`config.mk`:
```
export PLATFORM = sky130hd
export DESIGN_NAME = mcs_controller
export DESIGN_NICKNAME = d
export VERILOG_FILES = /design/src/design/mcs_pkg.sv /design/src/design/mcs_controller.sv
export SDC_FILE = /design/constraint.sdc
export NUM_CORES = 1
export LEC_CHECK = 0
export ABC_AREA = 1
export BUFFER_PORTS_ARGS = -buffer_cell sky130_fd_sc_hd__buf_4
export CAP_MARGIN = 15
export CORE_AREA = 2 2 61 63
export CTS_CLUSTER_DIAMETER = 60
export DETAILED_ROUTE_END_ITERATION = 8
export DIE_AREA = 0 0 63 65
export PLACE_DENSITY_LB_ADDON = 0.15
export SETUP_SLACK_MARGIN = 0.5
export SLEW_MARGIN = 30
export SYNTH_ARGS = -nofsm -noshare
export SYNTH_HDL_FRONTEND = slang
export SYNTH_SLANG_ARGS = --single-unit
export TNS_END_PERCENT = 50
```
`constraint.sdc`:
```
create_clock -name clk -period 2.15 [get_ports clk]
set_clock_uncertainty 0.1 [all_clocks]
set_input_delay 0.215 -clock clk [delete_from_list [all_inputs] [get_ports clk]]
set_output_delay 0.215 -clock clk [all_outputs]
set_load 0.01 [all_outputs]
```
`src/design/mcs_pkg.sv`:
```
// mcs_pkg: shared codes and types for the 16-bit processor step core
// no dependencies; every other design file imports it
`default_nettype none

package mcs_pkg;

    typedef logic [15:0] word_t;

    // request command codes
    localparam logic [2:0] CMD_LOAD  = 3'd0;
    localparam logic [2:0] CMD_EXEC  = 3'd1;
    localparam logic [2:0] CMD_RDREG = 3'd2;
    localparam logic [2:0] CMD_RDMEM = 3'd3;
    localparam logic [2:0] CMD_START = 3'd4;

    // response status codes
    localparam logic [2:0] ST_OK      = 3'd0;
    localparam logic [2:0] ST_HALT    = 3'd1;
    localparam logic [2:0] ST_HALTED  = 3'd2;
    localparam logic [2:0] ST_NOOP    = 3'd3;
    localparam logic [2:0] ST_MODE    = 3'd4;
    localparam logic [2:0] ST_ODD     = 3'd5;

    // datapath micro-operations
    localparam logic [4:0] OP_NONE    = 5'd0;
    localparam logic [4:0] OP_LATCH   = 5'd1;
    localparam logic [4:0] OP_LOAD    = 5'd2;
    localparam logic [4:0] OP_START   = 5'd3;
    localparam logic [4:0] OP_COPY    = 5'd4;
    localparam logic [4:0] OP_MAR_REQ = 5'd5;
    localparam logic [4:0] OP_RD_LO   = 5'd6;
    localparam logic [4:0] OP_RD_HI   = 5'd7;
    localparam logic [4:0] OP_RD_END  = 5'd8;
    localparam logic [4:0] OP_FETCH   = 5'd9;
    localparam logic [4:0] OP_OPND    = 5'd10;
    localparam logic [4:0] OP_DEFER   = 5'd11;
    localparam logic [4:0] OP_SETVAL  = 5'd12;
    localparam logic [4:0] OP_WB_LO   = 5'd13;
    localparam logic [4:0] OP_WB_HI   = 5'd14;
    localparam logic [4:0] OP_SOB     = 5'd15;
    localparam logic [4:0] OP_COMMIT  = 5'd16;
    localparam logic [4:0] OP_HALT    = 5'd17;
    localparam logic [4:0] OP_RESP    = 5'd18;

    // write-back value select
    localparam logic [1:0] ALU_MOV = 2'd0;
    localparam logic [1:0] ALU_ADD = 2'd1;
    localparam logic [1:0] ALU_CLR = 2'd2;

    // read data select for the response
    localparam logic [1:0] RSEL_ZERO = 2'd0;
    localparam logic [1:0] RSEL_REG  = 2'd1;
    localparam logic [1:0] RSEL_MDR  = 2'd2;

    localparam word_t RESET_START = 16'd512;

    typedef struct packed {
        logic [4:0] op;
        logic       dst;
        logic       byte_op;
        logic [1:0] alu;
        logic [2:0] status;
        logic [1:0] rd_sel;
    } dp_cmd_t;

    typedef struct packed {
        logic [2:0] req_cmd;
        logic       req_odd;
        logic       halted;
        logic       mar_odd;
        logic       dst_in_reg;
        logic       out_free;
        word_t      ir;
    } dp_stat_t;

endpackage

`default_nettype wire

```
`src/design/mcs_controller.sv`:
```
// mcs_controller: command sequencer and instruction decode state machine
// depends on mcs_pkg; drives mcs_datapath through dp_cmd_t
`default_nettype none

module mcs_controller import mcs_pkg::*; (
    input  wire logic     clk,
    input  wire logic     rst_n,
    input  wire logic     req_valid,
    output logic          req_ready,
    output dp_cmd_t       cmd,
    input  wire dp_stat_t stat
);

    localparam logic [4:0] S_IDLE    = 5'd0;
    localparam logic [4:0] S_DISP    = 5'd1;
    localparam logic [4:0] S_RD_LO   = 5'd2;
    localparam logic [4:0] S_RD_HI   = 5'd3;
    localparam logic [4:0] S_RD_END  = 5'd4;
    localparam logic [4:0] S_FETCHED = 5'd5;
    localparam logic [4:0] S_DECODE  = 5'd6;
    localparam logic [4:0] S_OPND    = 5'd7;
    localparam logic [4:0] S_DEFER   = 5'd8;
    localparam logic [4:0] S_AFTER   = 5'd9;
    localparam logic [4:0] S_VAL     = 5'd10;
    localparam logic [4:0] S_NEXT    = 5'd11;
    localparam logic [4:0] S_WB_LO   = 5'd12;
    localparam logic [4:0] S_WB_HI   = 5'd13;
    localparam logic [4:0] S_COMMIT  = 5'd14;
    localparam logic [4:0] S_FAULT   = 5'd15;
    localparam logic [4:0] S_RESP    = 5'd16;

    localparam logic [2:0] CLS_MOV  = 3'd0;
    localparam logic [2:0] CLS_ADD  = 3'd1;
    localparam logic [2:0] CLS_HALT = 3'd2;
    localparam logic [2:0] CLS_CLR  = 3'd3;
    localparam logic [2:0] CLS_NOOP = 3'd4;
    localparam logic [2:0] CLS_SOB  = 3'd5;
    localparam logic [2:0] CLS_MOVB = 3'd6;

    logic [4:0] state_reg, state_next, ret_reg, ret_next;
    logic [2:0] status_reg, status_next, cls_reg, cls_next, cls_dec, mode;
    logic [1:0] rd_sel_reg, rd_sel_next;
    logic       rd_word_reg, rd_word_next, dst_reg, dst_next;
    logic       byte_op, need_val;

    // instruction class in decode priority order
    function automatic logic [2:0] decode_class(input word_t w);
        logic [2:0] c;
        if ((w & 16'o170000) == 16'o010000)
            c = CLS_MOV;
        else if ((w & 16'o170000) == 16'o060000)
            c = CLS_ADD;
        else if (w == 16'o000000)
            c = CLS_HALT;
        else if ((w & 16'o177700) == 16'o005000)
            c = CLS_CLR;
        else if ((w & 16'o170000) == 16'o000000)
            c = CLS_NOOP;
        else if ((w & 16'o177000) == 16'o077000)
            c = CLS_SOB;
        else if ((w & 16'o170000) == 16'o110000)
            c = CLS_MOVB;
        else
            c = CLS_NOOP;
        return c;
    endfunction

    // next state and datapath command
    always_comb
    begin
        state_next   = state_reg;
        ret_next     = ret_reg;
        status_next  = status_reg;
        rd_sel_next  = rd_sel_reg;
        rd_word_next = rd_word_reg;
        dst_next     = dst_reg;
        cls_next     = cls_reg;
        cls_dec      = decode_class(stat.ir);
        byte_op      = (cls_reg == CLS_MOVB);
        need_val     = !dst_reg || (cls_reg == CLS_ADD);
        mode         = dst_reg ? stat.ir[5:3] : stat.ir[11:9];

        cmd.op      = OP_NONE;
        cmd.dst     = dst_reg;
        cmd.byte_op = byte_op;
        cmd.alu     = (cls_reg == CLS_ADD) ? ALU_ADD :
                      (cls_reg == CLS_CLR) ? ALU_CLR : ALU_MOV;
        cmd.status  = status_reg;
        cmd.rd_sel  = rd_sel_reg;

        case (state_reg)
            S_IDLE:
            begin
                if (req_valid)
                begin
                    cmd.op     = OP_LATCH;
                    state_next = S_DISP;
                end
            end
            S_DISP:
            begin
                status_next = ST_OK;
                rd_sel_next = RSEL_ZERO;
                state_next  = S_RESP;
                case (stat.req_cmd)
                    CMD_LOAD:  cmd.op = OP_LOAD;
                    CMD_EXEC:
                    begin
                        if (stat.halted)
                            status_next = ST_HALTED;
                        else
                        begin
                            cmd.op       = OP_COPY;
                            rd_word_next = 1'b1;
                            ret_next     = S_FETCHED;
                            state_next   = S_RD_LO;
                        end
                    end
                    CMD_RDREG: rd_sel_next = RSEL_REG;
                    CMD_RDMEM:
                    begin
                        if (stat.req_odd)
                            status_next = ST_ODD;
                        else
                        begin
                            cmd.op       = OP_MAR_REQ;
                            rd_word_next = 1'b1;
                            rd_sel_next  = RSEL_MDR;
                            ret_next     = S_RESP;
                            state_next   = S_RD_LO;
                        end
                    end
                    CMD_START: cmd.op = OP_START;
                    default: ;
                endcase
            end
            S_RD_LO:
            begin
                if (rd_word_reg && stat.mar_odd)
                begin
                    status_next = ST_ODD;
                    state_next  = S_FAULT;
                end
                else
                begin
                    cmd.op     = OP_RD_LO;
                    state_next = S_RD_HI;
                end
            end
            S_RD_HI:
            begin
                cmd.op     = OP_RD_HI;
                state_next = S_RD_END;
            end
            S_RD_END:
            begin
                cmd.op     = OP_RD_END;
                state_next = ret_reg;
            end
            S_FETCHED:
            begin
                cmd.op     = OP_FETCH;
                state_next = S_DECODE;
            end
            S_DECODE:
            begin
                cls_next = cls_dec;
                case (cls_dec)
                    CLS_MOV, CLS_ADD, CLS_MOVB:
                    begin
                        dst_next   = 1'b0;
                        state_next = S_OPND;
                    end
                    CLS_CLR:
                    begin
                        dst_next   = 1'b1;
                        state_next = S_OPND;
                    end
                    CLS_HALT:
                    begin
                        cmd.op      = OP_HALT;
                        status_next = ST_HALT;
                        state_next  = S_COMMIT;
                    end
                    CLS_SOB:
                    begin
                        cmd.op     = OP_SOB;
                        state_next = S_COMMIT;
                    end
                    default:
                    begin
                        status_next = ST_NOOP;
                        state_next  = S_COMMIT;
                    end
                endcase
            end
            S_OPND:
            begin
                if (mode == 3'd6 || mode == 3'd7)
                begin
                    status_next = ST_MODE;
                    state_next  = S_FAULT;
                end
                else
                begin
                    cmd.op = OP_OPND;
                    case (mode)
                        3'd0: state_next = S_NEXT;
                        3'd3, 3'd5:
                        begin
                            rd_word_next = 1'b1;
                            ret_next     = S_DEFER;
                            state_next   = S_RD_LO;
                        end
                        default: state_next = S_AFTER;
                    endcase
                end
            end
            S_DEFER:
            begin
                cmd.op     = OP_DEFER;
                state_next = S_AFTER;
            end
            S_AFTER:
            begin
                if (need_val)
                begin
                    rd_word_next = !byte_op;
                    ret_next     = S_VAL;
                    state_next   = S_RD_LO;
                end
                else
                    state_next = S_NEXT;
            end
            S_VAL:
            begin
                cmd.op     = OP_SETVAL;
                state_next = S_NEXT;
            end
            S_NEXT:
            begin
                if (dst_reg)
                    state_next = S_WB_LO;
                else
                begin
                    dst_next   = 1'b1;
                    state_next = S_OPND;
                end
            end
            S_WB_LO:
            begin
                if (!stat.dst_in_reg && !byte_op && stat.mar_odd)
                begin
                    status_next = ST_ODD;
                    state_next  = S_FAULT;
                end
                else
                begin
                    cmd.op     = OP_WB_LO;
                    state_next = (stat.dst_in_reg || byte_op) ? S_COMMIT : S_WB_HI;
                end
            end
            S_WB_HI:
            begin
                cmd.op     = OP_WB_HI;
                state_next = S_COMMIT;
            end
            S_COMMIT:
            begin
                cmd.op     = OP_COMMIT;
                state_next = S_RESP;
            end
            S_FAULT:
            begin
                cmd.op     = OP_HALT;
                state_next = S_RESP;
            end
            S_RESP:
            begin
                if (stat.out_free)
                begin
                    cmd.op     = OP_RESP;
                    state_next = S_IDLE;
                end
            end
            default: state_next = S_IDLE;
        endcase
    end

    // state registers
    always_ff @(posedge clk or negedge rst_n)
    begin
        if (!rst_n)
        begin
            state_reg   <= S_IDLE;
            ret_reg     <= S_IDLE;
            status_reg  <= ST_OK;
            rd_sel_reg  <= RSEL_ZERO;
            rd_word_reg <= 1'b0;
            dst_reg     <= 1'b0;
            cls_reg     <= CLS_NOOP;
        end
        else
        begin
            state_reg   <= state_next;
            ret_reg     <= ret_next;
            status_reg  <= status_next;
            rd_sel_reg  <= rd_sel_next;
            rd_word_reg <= rd_word_next;
            dst_reg     <= dst_next;
            cls_reg     <= cls_next;
        end
    end

    assign req_ready = (state_reg == S_IDLE);

    // an accepted request is dispatched in the next cycle
    a_dispatch: assert property (@(posedge clk) disable iff (!rst_n)
        (req_valid && req_ready) |=> (state_reg == S_DISP))
        else $error("request not dispatched");

    // a fault always carries a fault status
    a_fault_status: assert property (@(posedge clk) disable iff (!rst_n)
        (state_reg == S_FAULT) |-> (status_reg == ST_ODD || status_reg == ST_MODE))
        else $error("fault without fault status");

    // the upper byte of a word write is only written when the word address is even
    a_wb_even: assert property (@(posedge clk) disable iff (!rst_n)
        (cmd.op == OP_WB_HI) |-> !stat.mar_odd)
        else $error("word write at odd address");

    // a response is issued once the output register is free
    a_resp: assert property (@(posedge clk) disable iff (!rst_n)
        (state_reg == S_RESP && stat.out_free) |=> (state_reg == S_IDLE))
        else $error("response stuck");

endmodule

`default_nettype wire
```
======== Word-level counts from Yosys, hierarchy flattened ========
Index checks and enable logic that the tools add are counted.
word-level totals
  bits in registers ....................... 20
  word-level logic and storage cells ...... 144
  input port bits ......................... 27
cells by class
  equal/unequal tests ..................... 50
  reduce and logical (&&, ||, !) cells .... 27
  muxes and demuxes ....................... 60
operator list
  cell                                             count
  one-hot mux 5 bit (16 select lines)              1
  one-hot mux 5 bit (15 select lines)              1
  2-to-1 mux 5 bit                                 10
  == test 5 x 4 -> 1 bit (second input constant)   8
  2-to-1 mux 3 bit                                 12
  logical NOT 16 bit                               2
  one-hot mux 5 bit (2 select lines)               3
  2-to-1 mux 4 bit                                 7
  == test 3 bit (second input constant)            7
  == test 5 x 3 -> 1 bit (second input constant)   4
  == test 3 x 2 -> 1 bit (second input constant)   6
  2-to-1 mux 2 bit                                 9
  != test 2 bit (second input constant)            9
  one-hot mux 3 bit (5 select lines)               1
  one-hot mux 5 bit (3 select lines)               1
  one-hot mux 3 bit (2 select lines)               2
  one-hot mux 3 bit (4 select lines)               1
  == test 10 x 6 -> 1 bit (second input constant)  1
  == test 5 x 2 -> 1 bit (second input constant)   2
  == test 3 x 1 -> 1 bit (second input constant)   3
  logical NOT 3 bit                                3
  != test 3 bit (second input constant)            3
  one-hot mux 4 bit (2 select lines)               1
  == test 7 x 6 -> 1 bit (second input constant)   1
  24 further kinds                                 39

======== Longest topological paths before layout ========
  depth after elaboration ................. 12
  gate-level depth with buffers ........... 11
  depth with buffers taken out ............ 11

======== Worst setup path before layout ========
Ideal clock, no wire load.
  path type ............................... register -> output
  start point ............................. register state_reg[1]
  end point ............................... output cmd[9] in the netlist's numbering
  stages on the path, launching flop included .. 9
  path slack .............................. 0.465 ns
  arrival ................................. 1.370 ns
  path buffers ............................ 1
  cells stage by stage .................... dfrtp_1 buf_6 nor2_1 inv_1 nor2_1 nand2_1 nand3_1 nor3b_1 nand3_1
RTL lines
  what                    line                   RTL
  from (decl)             mcs_controller.sv:40   logic [4:0] state_reg, state_next, ret_reg, ret_next;
  from (signal assigned)  mcs_controller.sv:305  state_reg <= state_next;
  to (decl)               mcs_controller.sv:10   output dp_cmd_t cmd,

==> flow_summary.ini <==
[floorplan]
core-area_um2 = 3500
dieArea_um2 = 4100
die_h_um = 65
start_util = 0.506
dieWidth_um = 63
io_pins = 42
num_rows = 22

[route]
vias = 2128
antenna_left = 0
drt-pass1-iter-count = 4
drt-total-wl_um = 5260
wire_per_inst_um = 13.1
vias_per_cell = 5.28
drc_errors = 0
first_iter_violations = 126

[sta]
rsz0062_at_grt = true
drv_slew = 0
fin_crit_ns = 2.10
maxSlewHeadroom = 0.758
timing.hold.ws_ns = 0.120
fin_crit_sh = 0.977
fmax_mhz = 476
finalSetupViolations = 0
fin_setup_tns_ns = 0
hold_viol_final = 0
max_slew.worst_pin.slew_ns = 0.360

[worst_setup_path]
worstSetupPathType = reg2out
worstPathArrival_ns = 1.79
r2r_setup_slack_ns = 0.34
crit_path_max_fanout = 5
required_ns = 1.84
rr_worst_depth = 9
worstSetupEndpointType = primary output
critPathSlowestCell = dfrtp_2
path_cells = nand3_4 > buf_4 > buf_4 > inv_1 > a21oi_1 > nand3_1 > buf_4
cp-start-kind = register
crit_top_cell = buf_4
slowest_delay_ns = 0.50

[pwr]
finalPower_mw = 2.27
p_leak_nw = 1.39
peakVddDrop_v = 0.000515
pwr_density_cell_nw_per_um2 = 897

[clock_network]
clk_pin_slew_ns = 0.12
cts_tree = yes
cts_buffers = 3
clock_path_buffers = 2
root_buffer = clkbuf_4
h-tree-depth = 1
cts.sinks = 19
clk_latency_ns = 0.32

[global_route]
grt_pass1_vias = 2070
antenna_found_initial = 0
grt-ovfl-total = 0
grt.total_usage = 0.279
grt_pass1_wl_um = 9120
grt_max_degree = 20

[worst_hold_path]
min_path_cells = 3
min_path_type = in2reg

[logic_synthesis]
synthDistinctLibCells = 33
synth_common_cells = nand2_1 (79), nor2_1 (43), inv_1 (36)
yosysWarnings = 0
synth-edff-count = 0
synth.avg_cell_area_um2 = 6.23
synth-seq-area-share = 0.269
synthMostInstantiatedCell = nand2_1
syn-cell-area_um2 = 1770
ys.flop_type = dfrtp_1
synthArstFlopShare = 1.00
synthesis.instances = 284
yosysTopAreaCellShare = 0.255
synth.area.top_cells = dfrtp_1 (25%), nand2_1 (17%), nor2_1 (9.1%), inv_1 (7.6%), nand3_1 (7.4%)
synth_nets = 311
yosysTopAreaCell = dfrtp_1
ys_seq_elements = 19

[job]
maxCapViolations = 0

[final_layout]
nFillCells = 295
insertedDiodeCount = 0
fin_nets = 383
drive_gt1_frac = 0.363
seq_area_um2 = 483
multiInputGateArea_um2 = 1210
largest_reg_flops = 5
area_growth_pct = 43.3

[placed_design]
hpwl_um = 3690
gp_congestion = 0.955
portBuffers = 41

[status]
outcome = finished clean
## power breakdown
part / switching [mW] / internal [mW] / leakage (nW)
Combinational: 0.790 / 0.644 / 1.15
Clock: 0.134 / 0.0711 / 0.0139
Sequential: 0.135 / 0.498 / 0.231
## layout make-up
cell class              count  area share
multi-input cells         217       0.476
repair buffers             72       0.229
flip-flops and latches     19       0.191
inverters                  43      0.0696
well taps                  48      0.0237
clock buffers               3     0.00888
clock inverters             1     0.00296
## per-layer routing
metal	GRT usage	up-vias	part of all wire
met5	0	-	0
met4	0.125	0	0.036
met1	0.351	972	0.41
met2	0.484	82	0.50
met3	0.0260	21	0.059
li1	-	1053	-
## cells in the final DEF, fill, tap and decap left out, drive strengths merged
cell type / instances
a21boi: 1
nand2: 86
nor3: 7
clkbuf: 3
o31ai: 2
a22oi: 1
o22ai: 1
a21oi: 5
o221ai: 1
buf: 69
nor3b: 1
o41ai: 1
inv: 43
nand4: 7
dlygate4sd3: 3
dfstp: 1
dfrtp: 18
nand3: 30
nor2: 55
a41oi: 1
o21ai: 14
clkinvlp: 1
o211ai: 3
and2: 1
## worst max-delay path: cells and delay by family, from the launching register on
kind / cells / cell delay, ns
and+or+nand+nor: 2 / 0.33
DFF: 1 / 0.50
AOI/OAI and AO/OA: 1 / 0.19
buffers and inverters: 4 / 0.45
## path summary, 6_finish.rpt
kind,end,startpoint
min in group asynchronous,dst_reg,rst_n
hold reg to reg,status_reg[0],status_reg[0]
hold / removal,state_reg[0],req_valid
setup / recovery,cmd[12],state_reg[2]
setup reg to reg,ret_reg[3],state_reg[2]
max in group asynchronous,cls_reg[2],rst_n
## through the flow
step / cells / utilization / area (um2) / setup slack, ns
4_1_cts: 399 / 0.701 / 2450 / 0.166
3_5_place_dp: 369 / 0.602 / 2100 / 0.284
3_3_place_gp: 369 / 0.602 / 2100 / 0.257
2_1_floorplan: 284 / - / 1770 / 0.516
6_report: 403 / 0.725 / 2530 / 0.0494
5_1_grt: 403 / 0.725 / 2530 / 0.0272
## logic make-up after synthesis
group	count (synthesis)	synth area share
buffers and inverters	48	0.116
DFF	19	0.269
AOI/OAI and AO/OA	30	0.102
and+or+nand+nor	187	0.513
## repair_timing
action	CTS	global route
gates resized for setup	31	16
hold buffers	3	0
endpoints found under the hold margin	20	0
pin swaps	16	5
setup endpoints to repair	16	20
buffers inserted	23	4
No activity file was read; power rests on OpenSTA's default activity.
